--- src/rtl/core/frame_deframer_crc16_check_defines.svh ---
// ----------------------------------------------------------------------------
// frame_deframer_crc16_check_defines
// assertion macros for the frame deframer, empty in synthesis
// ----------------------------------------------------------------------------
`ifndef FRAME_DEFRAMER_CRC16_CHECK_DEFINES_SVH
`define FRAME_DEFRAMER_CRC16_CHECK_DEFINES_SVH

`ifndef SYNTHESIS
`define FDC_ASSERT_IMP(lbl, ante, cons) \
  lbl: assert property (@(posedge clk) disable iff (rst) (ante) |-> (cons)) \
    else $error("fdc same-cycle check failed");
`define FDC_ASSERT_NXT(lbl, ante, cons) \
  lbl: assert property (@(posedge clk) disable iff (rst) (ante) |=> (cons)) \
    else $error("fdc next-cycle check failed");
`else
`define FDC_ASSERT_IMP(lbl, ante, cons)
`define FDC_ASSERT_NXT(lbl, ante, cons)
`endif

`endif

--- src/rtl/core/fdc_pkg.sv ---
// ----------------------------------------------------------------------------
// fdc_pkg
// types, constants and crc helper for the frame deframer
// ----------------------------------------------------------------------------
`default_nettype none

package fdc_pkg;

  localparam int unsigned POS_W    = 17;
  localparam int unsigned LEN_W    = 16;
  localparam int unsigned CRC_W    = 16;
  localparam int unsigned ADDR_W   = 3;
  localparam int unsigned FIFO_D   = 4;
  localparam int unsigned FIFO_AW  = 2;
  localparam int unsigned FIFO_CW  = 3;

  localparam logic [POS_W-1:0] POS_MAX  = 17'h1FFFF;
  localparam logic [CRC_W-1:0] CRC_INIT = 16'hFFFF;
  localparam logic [CRC_W-1:0] CRC_POLY = 16'h1021;
  localparam logic [CRC_W-1:0] CRC_TOP  = 16'h8000;

  localparam logic [7:0] START_RST = 8'hA5;
  localparam logic [7:0] MASK_RST  = 8'h80;

  // register index codes
  localparam logic REG_START = 1'b0;
  localparam logic REG_MASK  = 1'b1;

  // result kinds
  localparam logic KIND_DATA    = 1'b0;
  localparam logic KIND_VERDICT = 1'b1;

  typedef struct packed {
    logic             item_kind;
    logic [7:0]       data_byte;
    logic             frame_ok;
    logic [7:0]       seq_number;
    logic [7:0]       command_code;
    logic [7:0]       status_value;
    logic [LEN_W-1:0] data_length;
    logic             end_of_run;
  } res_t;

  // msb-first crc-16 update over one byte, no final xor
  function automatic logic [CRC_W-1:0] crc16_byte(input logic [CRC_W-1:0] crc,
                                                  input logic [7:0] b);
    logic [CRC_W-1:0] c;
    c = crc ^ {b, 8'h00};
    for (int k = 0; k < 8; k++) begin
      if ((c & CRC_TOP) != '0) begin
        c = {c[CRC_W-2:0], 1'b0} ^ CRC_POLY;
      end else begin
        c = {c[CRC_W-2:0], 1'b0};
      end
    end
    return c;
  endfunction

endpackage

`default_nettype wire

--- src/rtl/core/fdc_if.sv ---
// ----------------------------------------------------------------------------
// fdc_if
// valid/ready channels for input bytes and for results
// ----------------------------------------------------------------------------
`default_nettype none

interface fdc_in_if;
  logic       valid;
  logic       ready;
  logic [7:0] in_byte;
  logic       buffer_end;

  modport source (output valid, output in_byte, output buffer_end, input ready);
  modport sink   (input valid, input in_byte, input buffer_end, output ready);
endinterface

interface fdc_out_if;
  logic        valid;
  logic        ready;
  logic        item_kind;
  logic [7:0]  data_byte;
  logic        frame_ok;
  logic [7:0]  seq_number;
  logic [7:0]  command_code;
  logic [7:0]  status_value;
  logic [15:0] data_length;
  logic        end_of_run;

  modport source (output valid, output item_kind, output data_byte, output frame_ok,
                  output seq_number, output command_code, output status_value,
                  output data_length, output end_of_run, input ready);
  modport sink   (input valid, input item_kind, input data_byte, input frame_ok,
                  input seq_number, input command_code, input status_value,
                  input data_length, input end_of_run, output ready);
endinterface

`default_nettype wire

--- src/rtl/core/frame_deframer_crc16_check.sv ---
// ----------------------------------------------------------------------------
// frame_deframer_crc16_check
// byte-wise frame parser with crc-16 check, data pass-through and verdict
// ----------------------------------------------------------------------------
//  channel  | dir | handshake     | payload
//  rx       | in  | valid/ready   | in_byte, buffer_end
//  tx       | out | valid/ready   | item_kind .. end_of_run
//  apb      | in  | psel/penable  | paddr, pwdata, prdata
//
//  one byte per cycle while rx.ready is high; frame fields and crc update in the accepting cycle
//  each byte pushes up to two results into a four-entry result queue
//  rx.ready is high while the queue holds two or fewer results
//  tx stalls fill the queue and then drop rx.ready; rst clears frame state and queue
// ----------------------------------------------------------------------------
`default_nettype none

`include "frame_deframer_crc16_check_defines.svh"

module frame_deframer_crc16_check (
  input  wire logic                         clk,
  input  wire logic                         rst,
  fdc_in_if.sink                            rx,
  fdc_out_if.source                         tx,
  input  wire logic                         psel,
  input  wire logic                         penable,
  input  wire logic                         pwrite,
  input  wire logic [fdc_pkg::ADDR_W-1:0]   paddr,
  input  wire logic [31:0]                  pwdata,
  output      logic [31:0]                  prdata,
  output      logic                         pready
);

  logic [7:0] start_byte;
  logic [7:0] response_flag_mask;

  logic [fdc_pkg::POS_W-1:0] byte_position, byte_position_next;
  logic [fdc_pkg::LEN_W-1:0] length_field, length_field_next;
  logic [fdc_pkg::CRC_W-1:0] running_crc, running_crc_next;
  logic [fdc_pkg::CRC_W-1:0] received_crc, received_crc_next;
  logic                      start_matched, start_matched_next;
  logic [7:0]                seq_hold, seq_hold_next;
  logic [7:0]                command_hold, command_hold_next;
  logic [7:0]                status_hold, status_hold_next;

  fdc_pkg::res_t             ent [fdc_pkg::FIFO_D];
  logic [fdc_pkg::FIFO_AW-1:0] wr_ptr, rd_ptr;
  logic [fdc_pkg::FIFO_CW-1:0] count;

  logic                      accept, pop, last;
  logic [7:0]                b;
  logic [fdc_pkg::POS_W-1:0] crc_end, pos_inc;
  logic                      is_data, ok;
  fdc_pkg::res_t             data_res, verdict_res;
  logic [1:0]                push_n;

  // configuration port
  assign pready = 1'b1;

  always_ff @(posedge clk) begin
    if (rst) begin
      start_byte         <= fdc_pkg::START_RST;
      response_flag_mask <= fdc_pkg::MASK_RST;
    end else if (psel && penable && pwrite) begin
      case (paddr[2])
        fdc_pkg::REG_START: start_byte         <= pwdata[7:0];
        fdc_pkg::REG_MASK:  response_flag_mask <= pwdata[7:0];
        default: ;
      endcase
    end
  end

  always_comb begin
    case (paddr[2])
      fdc_pkg::REG_START: prdata = {24'h0, start_byte};
      fdc_pkg::REG_MASK:  prdata = {24'h0, response_flag_mask};
      default:            prdata = '0;
    endcase
  end

  // frame field decode
  assign b       = rx.in_byte;
  assign last    = rx.buffer_end;
  assign accept  = rx.valid && rx.ready;
  assign crc_end = {1'b0, length_field} + fdc_pkg::POS_W'(5);
  assign pos_inc = (byte_position == fdc_pkg::POS_MAX) ? byte_position
                                                       : byte_position + 1'b1;

  always_comb begin
    length_field_next  = length_field;
    running_crc_next   = running_crc;
    received_crc_next  = received_crc;
    start_matched_next = start_matched;
    seq_hold_next      = seq_hold;
    command_hold_next  = command_hold;
    status_hold_next   = status_hold;
    is_data            = 1'b0;
    if (byte_position == fdc_pkg::POS_W'(0)) begin
      start_matched_next = (b == start_byte);
    end else if (byte_position == fdc_pkg::POS_W'(1)) begin
      length_field_next = {length_field[15:8], b};
    end else if (byte_position == fdc_pkg::POS_W'(2)) begin
      length_field_next = {b, length_field[7:0]};
    end else if (byte_position == fdc_pkg::POS_W'(3)) begin
      seq_hold_next    = b;
      running_crc_next = fdc_pkg::crc16_byte(running_crc, b);
    end else if (byte_position == fdc_pkg::POS_W'(4)) begin
      command_hold_next = b;
      running_crc_next  = fdc_pkg::crc16_byte(running_crc, b);
    end else if (byte_position < crc_end) begin
      running_crc_next = fdc_pkg::crc16_byte(running_crc, b);
      if (byte_position == fdc_pkg::POS_W'(5)) begin
        status_hold_next = b;
      end else begin
        is_data = 1'b1;
      end
    end else if (byte_position == crc_end) begin
      received_crc_next = {received_crc[15:8], b};
    end else if (byte_position == crc_end + 1'b1) begin
      received_crc_next = {b, received_crc[7:0]};
    end
  end

  assign byte_position_next = pos_inc;

  assign ok = start_matched_next && (length_field_next != '0) &&
              (pos_inc == {1'b0, length_field_next} + fdc_pkg::POS_W'(7)) &&
              (running_crc_next == received_crc_next);

  always_comb begin
    data_res            = '0;
    data_res.item_kind  = fdc_pkg::KIND_DATA;
    data_res.data_byte  = b;
    data_res.end_of_run = !last;

    verdict_res            = '0;
    verdict_res.item_kind  = fdc_pkg::KIND_VERDICT;
    verdict_res.frame_ok   = ok;
    verdict_res.end_of_run = 1'b1;
    if (ok) begin
      verdict_res.seq_number   = seq_hold_next;
      verdict_res.command_code = command_hold_next & ~response_flag_mask;
      verdict_res.status_value = status_hold_next;
      verdict_res.data_length  = length_field_next - 1'b1;
    end
  end

  assign push_n = accept ? (2'(is_data) + 2'(last)) : 2'd0;

  // frame state
  always_ff @(posedge clk) begin
    if (rst || (accept && last)) begin
      byte_position <= '0;
      length_field  <= '0;
      running_crc   <= fdc_pkg::CRC_INIT;
      received_crc  <= '0;
      start_matched <= 1'b0;
      seq_hold      <= '0;
      command_hold  <= '0;
      status_hold   <= '0;
    end else if (accept) begin
      byte_position <= byte_position_next;
      length_field  <= length_field_next;
      running_crc   <= running_crc_next;
      received_crc  <= received_crc_next;
      start_matched <= start_matched_next;
      seq_hold      <= seq_hold_next;
      command_hold  <= command_hold_next;
      status_hold   <= status_hold_next;
    end
  end

  // result queue
  assign rx.ready = (count <= fdc_pkg::FIFO_CW'(2));
  assign pop      = tx.valid && tx.ready;

  always_ff @(posedge clk) begin
    if (accept) begin
      if (is_data) begin
        ent[wr_ptr] <= data_res;
        if (last) begin
          ent[wr_ptr + 1'b1] <= verdict_res;
        end
      end else if (last) begin
        ent[wr_ptr] <= verdict_res;
      end
    end
  end

  always_ff @(posedge clk) begin
    if (rst) begin
      wr_ptr <= '0;
      rd_ptr <= '0;
      count  <= '0;
    end else begin
      wr_ptr <= wr_ptr + fdc_pkg::FIFO_AW'(push_n);
      rd_ptr <= rd_ptr + fdc_pkg::FIFO_AW'(pop);
      count  <= count + fdc_pkg::FIFO_CW'(push_n) - fdc_pkg::FIFO_CW'(pop);
    end
  end

  assign tx.valid        = (count != '0);
  assign tx.item_kind    = ent[rd_ptr].item_kind;
  assign tx.data_byte    = ent[rd_ptr].data_byte;
  assign tx.frame_ok     = ent[rd_ptr].frame_ok;
  assign tx.seq_number   = ent[rd_ptr].seq_number;
  assign tx.command_code = ent[rd_ptr].command_code;
  assign tx.status_value = ent[rd_ptr].status_value;
  assign tx.data_length  = ent[rd_ptr].data_length;
  assign tx.end_of_run   = ent[rd_ptr].end_of_run;

  // checks
  `FDC_ASSERT_IMP(a_count_bound, 1'b1, count <= fdc_pkg::FIFO_CW'(fdc_pkg::FIFO_D))
  `FDC_ASSERT_NXT(a_frame_clear, accept && last, byte_position == '0 && running_crc == fdc_pkg::CRC_INIT)
  `FDC_ASSERT_NXT(a_verdict_queued, accept && last, tx.valid)
  `FDC_ASSERT_NXT(a_stall_holds, tx.valid && !tx.ready, count >= $past(count))

endmodule

`default_nettype wire

--- src/flat_wrapper.sv ---
// flat-port wrapper written by rule: the top's interface ports become plain ports
module frame_deframer_crc16_check_flat 
  (clk, rst, psel, penable, pwrite, paddr, pwdata, prdata, pready, rx_valid, rx_in_byte, rx_buffer_end, rx_ready, tx_valid, tx_item_kind, tx_data_byte, tx_frame_ok, tx_seq_number, tx_command_code, tx_status_value, tx_data_length, tx_end_of_run, tx_ready);
  fdc_in_if rx_i ();
  fdc_out_if tx_i ();
  input  wire logic clk;
  input  wire logic rst;
  input  wire logic psel;
  input  wire logic penable;
  input  wire logic pwrite;
  input  wire logic [fdc_pkg::ADDR_W-1:0] paddr;
  input  wire logic [31:0] pwdata;
  output      logic [31:0] prdata;
  output      logic pready;
  input wire logic [$bits(rx_i.valid)-1:0] rx_valid;
  input wire logic [$bits(rx_i.in_byte)-1:0] rx_in_byte;
  input wire logic [$bits(rx_i.buffer_end)-1:0] rx_buffer_end;
  output wire logic [$bits(rx_i.ready)-1:0] rx_ready;
  output wire logic [$bits(tx_i.valid)-1:0] tx_valid;
  output wire logic [$bits(tx_i.item_kind)-1:0] tx_item_kind;
  output wire logic [$bits(tx_i.data_byte)-1:0] tx_data_byte;
  output wire logic [$bits(tx_i.frame_ok)-1:0] tx_frame_ok;
  output wire logic [$bits(tx_i.seq_number)-1:0] tx_seq_number;
  output wire logic [$bits(tx_i.command_code)-1:0] tx_command_code;
  output wire logic [$bits(tx_i.status_value)-1:0] tx_status_value;
  output wire logic [$bits(tx_i.data_length)-1:0] tx_data_length;
  output wire logic [$bits(tx_i.end_of_run)-1:0] tx_end_of_run;
  input wire logic [$bits(tx_i.ready)-1:0] tx_ready;
  assign rx_i.valid = rx_valid;
  assign rx_i.in_byte = rx_in_byte;
  assign rx_i.buffer_end = rx_buffer_end;
  assign rx_ready = rx_i.ready;
  assign tx_valid = tx_i.valid;
  assign tx_item_kind = tx_i.item_kind;
  assign tx_data_byte = tx_i.data_byte;
  assign tx_frame_ok = tx_i.frame_ok;
  assign tx_seq_number = tx_i.seq_number;
  assign tx_command_code = tx_i.command_code;
  assign tx_status_value = tx_i.status_value;
  assign tx_data_length = tx_i.data_length;
  assign tx_end_of_run = tx_i.end_of_run;
  assign tx_i.ready = tx_ready;
  frame_deframer_crc16_check u_core (.clk(clk), .rst(rst), .rx(rx_i), .tx(tx_i), .psel(psel), .penable(penable), .pwrite(pwrite), .paddr(paddr), .pwdata(pwdata), .prdata(prdata), .pready(pready));
endmodule
--- config.mk ---
export PLATFORM = sky130hd
export DESIGN_NAME = frame_deframer_crc16_check_flat
export DESIGN_NICKNAME = d
export VERILOG_FILES = /design/src/rtl/core/fdc_pkg.sv /design/src/rtl/core/fdc_if.sv /design/src/rtl/core/frame_deframer_crc16_check.sv /design/src/flat_wrapper.sv
export VERILOG_INCLUDE_DIRS = /design/src /design/src/rtl/core
export SDC_FILE = /design/constraint.sdc
export NUM_CORES = 1
export LEC_CHECK = 0
export BUFFER_PORTS_ARGS = -buffer_cell sky130_fd_sc_hd__buf_4
export CAP_MARGIN = 0
export CORE_MARGIN = 2
export CORE_UTILIZATION = 55
export DETAILED_ROUTE_END_ITERATION = 8
export PLACE_DENSITY_LB_ADDON = 0.08
export SLEW_MARGIN = 20
export SYNTH_ARGS = -nofsm -noshare
export SYNTH_HDL_FRONTEND = slang
export SYNTH_SLANG_ARGS = --single-unit
--- constraint.sdc ---
create_clock -name clk -period 16.6 [get_ports clk]
set_clock_uncertainty 0.1 [all_clocks]
set_input_delay 0 -clock clk [delete_from_list [all_inputs] [get_ports clk]]
set_output_delay 0 -clock clk [all_outputs]
set_load 0.03 [all_outputs]
==> results of run 1 <==
==> worst max-delay path by stage <==
stage                                        endpoint  slack [ps]
after CTS                 u_core.ent[2][27]$_DFFE_PP_        8810
after floorplan           u_core.ent[0][10]$_DFFE_PP_        9770
after global placement    u_core.ent[0][18]$_DFFE_PP_        8970
after detailed placement  u_core.ent[0][37]$_DFFE_PP_        8870
after global routing      u_core.ent[0][37]$_DFFE_PP_        8070
final                     u_core.ent[0][33]$_DFFE_PP_        8680
==> power by group through the flow <==
stage               clock network, mW  registers, mW  logic [mW]
floorplan                           0          0.974       0.678
global placement                    0          0.999       0.916
detailed placement                  0           1.00       0.925
CTS                             0.778          0.988       0.933
global route                    0.811           1.00       0.995
finish                          0.769          0.990       0.930
==> layer usage <==
layer  part of all wire [%]  vias to the layer above  global-route usage (%)
met3                    7.1                       91                   4.396
li1                       -                     7057                       -
met5                      0                        -                       0
met2                     46                      578                   46.74
met4                    2.7                        0                   8.233
met1                     44                     7315                   40.00
==> stage by stage <==
step | setup WS (ps) | std cells | area (µm²) | power (mW)
final | 8676 | 2386 | 20710 | 2.689
after global routing | 8066 | 2386 | 20710 | 2.805
after CTS | 8812 | 2386 | 20710 | 2.699
after detailed placement | 8872 | 2291 | 19290 | 1.930
after global placement | 8966 | 2291 | 19290 | 1.915
after floorplan | 9770 | 1923 | 18790 | 1.652
==> layout make-up <==
class                      instances  area (µm²)  share of cell area [%]
clock buffer                      51       987.2                   4.766
sequential                       317        7993                   38.59
tap                              448       560.5                   2.706
clock inverter                    15       141.4                  0.6826
multi-input combinational       1393        9826                   47.44
inverter                          22       82.58                  0.3987
timing repair buffer             140        1124                   5.424
==> cell families (layout without fill, tap and decap cells) <==
group / count (synthesis) / in the layout / synth area share (%)
AND/OR/NAND/NOR: 779 / 779 / 21.92
flip-flops: 317 / 317 / 42.72
AO/OA/AOI/OAI: 278 / 278 / 9.535
buffers and inverters: 213 / 228 / 5.574
XOR/XNOR: 142 / 142 / 7.180
multiplexers: 137 / 137 / 10.85
adder cells (fa/ha/maj): 32 / 32 / 2.181
other: 2 / 25 / 0.04016
==> layout by cell type, fill, tap and decap left out, drive strengths merged, types with 11 or more instances in the layout <==
cell type / synthesis / layout
or3: 11 / 11
inv: 22 / 24
a211oi: 11 / 11
dfxtp: 153 / 153
o21ai: 32 / 32
mux2i: 70 / 70
and3: 18 / 18
nor4b: 21 / 21
nor2b: 16 / 16
a21oi: 131 / 131
clkbuf: 107 / 51
xnor2: 90 / 90
o211ai: 15 / 15
edfxtp: 164 / 164
mux2: 16 / 16
mux4: 51 / 51
buf: 84 / 111
nand3: 100 / 100
ha: 31 / 31
dlygate4sd3: 0 / 29
xor2: 45 / 45
nor2: 108 / 108
and2: 16 / 16
nand4: 29 / 29
nor3: 55 / 55
a211o: 12 / 12
nor4: 141 / 141
conb: 2 / 25
nand2: 215 / 215
==> critical path, cell delays in order (launching register included) <==
cell and delay (ps):
dfxtp_1 660, ha_1 450, o2111ai_1 250, nor2_1 350
and3_1 220, xor2_1 370, inv_1 110, ha_1 300
nand3_1 100, nor4_1 560, o21ai_0 440, a311o_1 510
or3_1 390, nor4_1 610, nand2_1 200, mux2i_1 180
nand4b_1 100, buf_4 610, buf_4 860, nor4_1 140
==> repair_timing <==
item	CTS	global route
setup endpoints to repair	0	0
hold endpoints to repair	128	0
hold buffers	29	0
buffers inserted	0	0
gates resized for setup	0	0
==> registers in the layout (all words and copies together) (netlist names) <==
name / cells
u_core.wr_ptr: 2
u_core.response_flag_mask: 8
u_core.running_crc: 16
u_core.seq_hold: 8
u_core.count: 3
u_core.status_hold: 8
u_core.received_crc: 16
u_core.byte_position: 17
u_core.length_field: 16
u_core.start_matched: 1
u_core.command_hold: 8
u_core.start_byte: 8
u_core.rd_ptr: 2
u_core.ent: 204
==> results.py, run 1 <==
metrics = {
    "outcome": {
        "status": "completed",
    },
    "global_route": {
        "grt_util_all_layers_pct": 28.71,
        "grt_max_degree": 88,
        "globalRoute.totalOverflow": 0,
        "grt_pass1_wl_um": 80740,
        "antenna_found_initial": 0,
        "grt_pass1_vias": 14457,
    },
    "final_layout": {
        "drive_above_1_share_pct": 13.98,
        "area_growth_pct": 10.77,
        "nNetsFinal": 1993,
        "antenna_cells": 0,
        "final_util_pct": 61.77,
        "fill_cells": 2822,
    },
    "synth": {
        "synthFlopType": "edfxtp_1",
        "synth_top_area_share_pct": 26.34,
        "synth_warnings": 0,
        "yosysUniqueCellTypes": 86,
        "synthCells": 1900,
        "synth.avg_cell_area_um2": 9.842,
        "synth-edff-count": 164,
        "yosysTopAreaCell": "edfxtp_1",
        "ys_ff_latch": 317,
        "synth_commonest_cells": "215 x nand2_1, 164 x edfxtp_1, 153 x dfxtp_1",
        "synth_area_leaders": "edfxtp_1 26%, dfxtp_1 16%, mux4_2 6.1%",
        "seq_area_frac_synth_pct": 42.72,
        "synthArstFlopShare_pct": 0,
        "synthMostInstantiatedCell": "nand2_1",
        "netlist_area_um2": 18700,
    },
    "pwr": {
        "p_clk_share_pct": 28.6,
        "netSwitchingFraction_pct": 35.94,
        "combPwrFrac_pct": 34.6,
        "p_int_mw": 1.723,
        "pwr-share-seq_pct": 36.8,
        "power.density_nw_per_um2": 129.8,
        "p_leak_nw": 6.823,
        "power.switching_uw": 966.6,
        "ir_drop_uv": 86.77,
    },
    "floorplanning": {
        "die_h_um": 188.4,
        "num_rows": 67,
        "ioPinCount": 137,
        "die_w_um": 188.4,
        "dieArea_um2": 35490,
        "initial_core_util_pct": 55.76,
        "core_area_um2": 33530,
    },
    "cts": {
        "cts_made_buffers": 36,
        "cts_tree": "done",
        "clk_pin_slew_worst_paths_ps": 60,
        "ctsHtreeMaxLevel": 2,
        "clock_path_buffers": 3,
        "clockRootBuffer": "clkbuf_16",
        "worstSkewPairLatency_ps": 540,
        "clkSinkCount": 317,
    },
    "job": {
        "cap_violations": 0,
    },
    "worst_hold_path": {
        "holdPathEnd": "u_core.response_flag_mask[6]$_SDFFE_PP0P_",
        "hp-start": "pwrite",
        "min_path_cells": 4,
        "hold_class": "input pin to flop",
    },
    "place": {
        "dp_hpwl_um": 32620,
        "gp_congestion": 0.9101,
        "io_buffers": 85,
    },
    "timing": {
        "finalSetupTns_ps": 0,
        "rsz0062_at_grt": "no",
        "slew_viol_final": 0,
        "period_share_pct": 47.74,
        "finalSetupViolCount": 0,
        "min_period_ps": 7924,
        "hold_violations": 0,
        "fmax_ghz": 0.1262,
        "hold_ws_ps": 45.38,
        "relSlewSlack_pct": 26.37,
        "worst_pin_slew_ps": 1096,
    },
    "detailed_routing": {
        "vias": 15041,
        "wl_per_cell_um": 21.69,
        "routed_wl_um": 51750,
        "drtIter0Drc": 1357,
        "via_per_inst": 6.304,
        "drc": 0,
        "first_pass_iters": 6,
        "ant_nets": 0,
    },
    "worst_setup_path": {
        "cp_data_arrival_time_ps": 8060,
        "regToRegSetupSlack_ps": 8680,
        "required_ps": 16730,
        "cp-end-kind": "flop",
        "critPathLaunch": "u_core.length_field[0]$_SDFFE_PP0P_",
        "path_class": "flop to flop",
        "crit_path_max_fanout": 87,
        "cp-start-kind": "flop",
        "reg2regPathDepth": 19,
        "r2r_end": "u_core.ent[0][33]$_DFFE_PP_",
        "reg2reg_from": "u_core.length_field[0]$_SDFFE_PP0P_",
    },
}
No activity file was read; power rests on OpenSTA's default activity.
==> run 2, diff against run 1 <==
==> constraint.sdc (replaced) <==
create_clock -name clk -period 7.6 [get_ports clk]
set_clock_uncertainty 0.1 [all_clocks]
set_input_delay 0 -clock clk [delete_from_list [all_inputs] [get_ports clk]]
set_output_delay 0 -clock clk [all_outputs]
set_load 0.03 [all_outputs]
==> run 2 against run 1 <==
Effect of this change:
- sequential power grew 120%
- critical path depth grew 1
- final area grew 1.2%
- worst hold slack lost 12 ps
- wire length grew 0.20%
- combinational power grew 120%
- clock power grew 130%
==> results.py, run 2 (synthesis gave the netlist of run 1 again) <==
metrics = {
    "job": {
        "cap_violations": 0,
    },
    "global_route": {
        "grt_util_all_layers_pct": 29.01,
        "grt_max_degree": 165,
        "globalRoute.totalOverflow": 0,
        "antenna_found_initial": 0,
        "grt_pass1_wl_um": 81560,
        "grt_pass1_vias": 14358,
    },
    "cts": {
        "cts_made_buffers": 36,
        "clkSinkCount": 317,
        "clock_path_buffers": 3,
        "clockRootBuffer": "clkbuf_16",
        "cts_tree": "done",
        "worstSkewPairLatency_ps": 530,
        "clk_pin_slew_worst_paths_ps": 60,
        "cts_setup_buffers": 0,
        "ctsHtreeMaxLevel": 2,
        "post_cts_resized": 0,
    },
    "final_layout": {
        "regMostFlops": "u_core.ent",
        "largest_register_ffs": 204,
        "nNetsFinal": 2012,
        "layout_common_cells": "214 x nand2_1, 164 x edfxtp_1, 151 x dfxtp_1, 141 x nor4_1, 131 x a21oi_1",
        "drive_above_1_share_pct": 14.63,
        "final_common_cell": "nand2_1",
        "reg_top3": "u_core.ent (204), u_core.byte_position (17)",
        "antenna_cells": 0,
        "final_util_pct": 62.49,
        "area_growth_pct": 12.06,
    },
    "worst_hold_path": {
        "hold_class": "input pin to flop",
        "min_path_cells": 4,
        "holdPathEnd": "u_core.response_flag_mask[3]$_SDFFE_PP0P_",
        "hp-start": "pwrite",
    },
    "place": {
        "dp_hpwl_um": 33470,
        "io_buffers": 85,
        "gp_congestion": 0.9337,
        "pre_cts_ws_ps": 682.4,
    },
    "pwr": {
        "finalPower_mw": 5.934,
        "power.density_nw_per_um2": 283.2,
        "p_leak_nw": 7.001,
        "ir_drop_uv": 194.6,
    },
    "timing": {
        "setup_ws_ps": 406.1,
        "finalSetupViolCount": 0,
        "fmax_ghz": 0.1390,
        "relSlewSlack_pct": 26.52,
        "period_share_pct": 94.66,
        "min_period_ps": 7194,
        "hold_violations": 0,
        "rsz0062_at_grt": "no",
        "finalSetupTns_ps": 0,
        "hold_ws_ps": 33.75,
        "slew_viol_final": 0,
        "worst_pin_slew_ps": 1094,
    },
    "detailed_routing": {
        "drtIter0Drc": 1522,
        "drc": 0,
        "via_per_inst": 6.323,
        "wl_per_cell_um": 21.58,
        "routed_wl_um": 51850,
        "vias": 15195,
        "first_pass_iters": 5,
        "ant_nets": 0,
    },
    "floorplanning": {
        "core_area_um2": 33530,
        "num_rows": 67,
        "die_w_um": 188.4,
        "dieArea_um2": 35490,
        "initial_core_util_pct": 55.76,
        "die_h_um": 188.4,
        "ioPinCount": 137,
    },
    "worst_setup_path": {
        "cp-start-kind": "flop",
        "r2r_end": "u_core.ent[0][34]$_DFFE_PP_",
        "reg2regPathDepth": 20,
        "crit_path_max_fanout": 164,
        "regToRegSetupSlack_ps": 410,
        "cp-end-kind": "flop",
        "path_class": "flop to flop",
        "cp_data_arrival_time_ps": 7420,
        "reg2reg_from": "u_core.length_field[0]$_SDFFE_PP0P_",
        "required_ps": 7820,
    },
    "outcome": {
        "status": "completed",
    },
}
run 2: area by class of cell:
class | count | area [µm²]
Clock buffer | 51 | 1007
Clock inverter | 13 | 161.4
Fill cell | 2842 | 12580
Inverter | 22 | 82.58
Multi-Input combinational cell | 1393 | 9821
Sequential cell | 317 | 7993
Tap cell | 448 | 560.5
Timing Repair Buffer | 159 | 1329
run 2: what timing repair did:
| item | 4_1_cts | 5_1_grt |
|---|---|---|
| hold buffers | 29 | 0 |
| hold endpoints to repair | 127 | 0 |
| endpoints found under the setup margin | 0 | 0 |
run 2: worst max-delay path, stage by stage, from the launching register on:
cell	delay, ps
dfxtp_1	340
ha_1	410
o2111ai_1	290
nor2_1	340
and3_1	220
xor2_1	410
inv_1	120
ha_1	320
nand3_1	100
nor4_1	560
o21ai_0	400
a311oi_2	630
buf_4	250
mux2i_1	210
xor2_1	220
o22ai_1	120
nor4_1	540
and4_1	370
nand4b_1	170
buf_12	250
nor4_1	420
run 2: worst max path at each step:
stage | slack [ps] | depth (start not counted) | end | from
after global placement | 880 | 19 | u_core.ent[2][6]$_DFFE_PP_ | u_core.length_field[0]$_SDFFE_PP0P_
after CTS | 650 | 19 | u_core.ent[0][6]$_DFFE_PP_ | u_core.length_field[0]$_SDFFE_PP0P_
after global routing | 60 | 20 | u_core.ent[0][2]$_DFFE_PP_ | u_core.length_field[0]$_SDFFE_PP0P_
after detailed placement | 680 | 19 | u_core.ent[0][6]$_DFFE_PP_ | u_core.length_field[0]$_SDFFE_PP0P_
final | 410 | 20 | u_core.ent[0][34]$_DFFE_PP_ | u_core.length_field[0]$_SDFFE_PP0P_
after floorplan | 770 | 15 | u_core.ent[0][10]$_DFFE_PP_ | u_core.length_field[2]$_SDFFE_PP0P_
run 2: power breakdown:
| part | internal, mW | leakage [nW] | total (mW) | switching, mW |
|---|---|---|---|---|
| clock | 1.03 | 0.567 | 1.74 | 0.706 |
| combinational | 0.794 | 3.67 | 2.02 | 1.23 |
| sequential | 2.02 | 2.76 | 2.18 | 0.156 |
run 2: layer usage:
metal | global-route usage (%) | wire, µm | vias up
met5 | 0 | 0 | -
met4 | 8.624 | 1334 | 0
met3 | 3.744 | 3791 | 98
met2 | 46.57 | 23980 | 583
met1 | 41.33 | 22750 | 7410
li1 | - | - | 7104
run 2: per-stage QoR:
step,instances,cell area (µm²)
finish,2403,20950
global route,2403,20950
CTS,2402,20930
detailed placement,2309,19470
global placement,2309,19470
floorplan,1923,18790
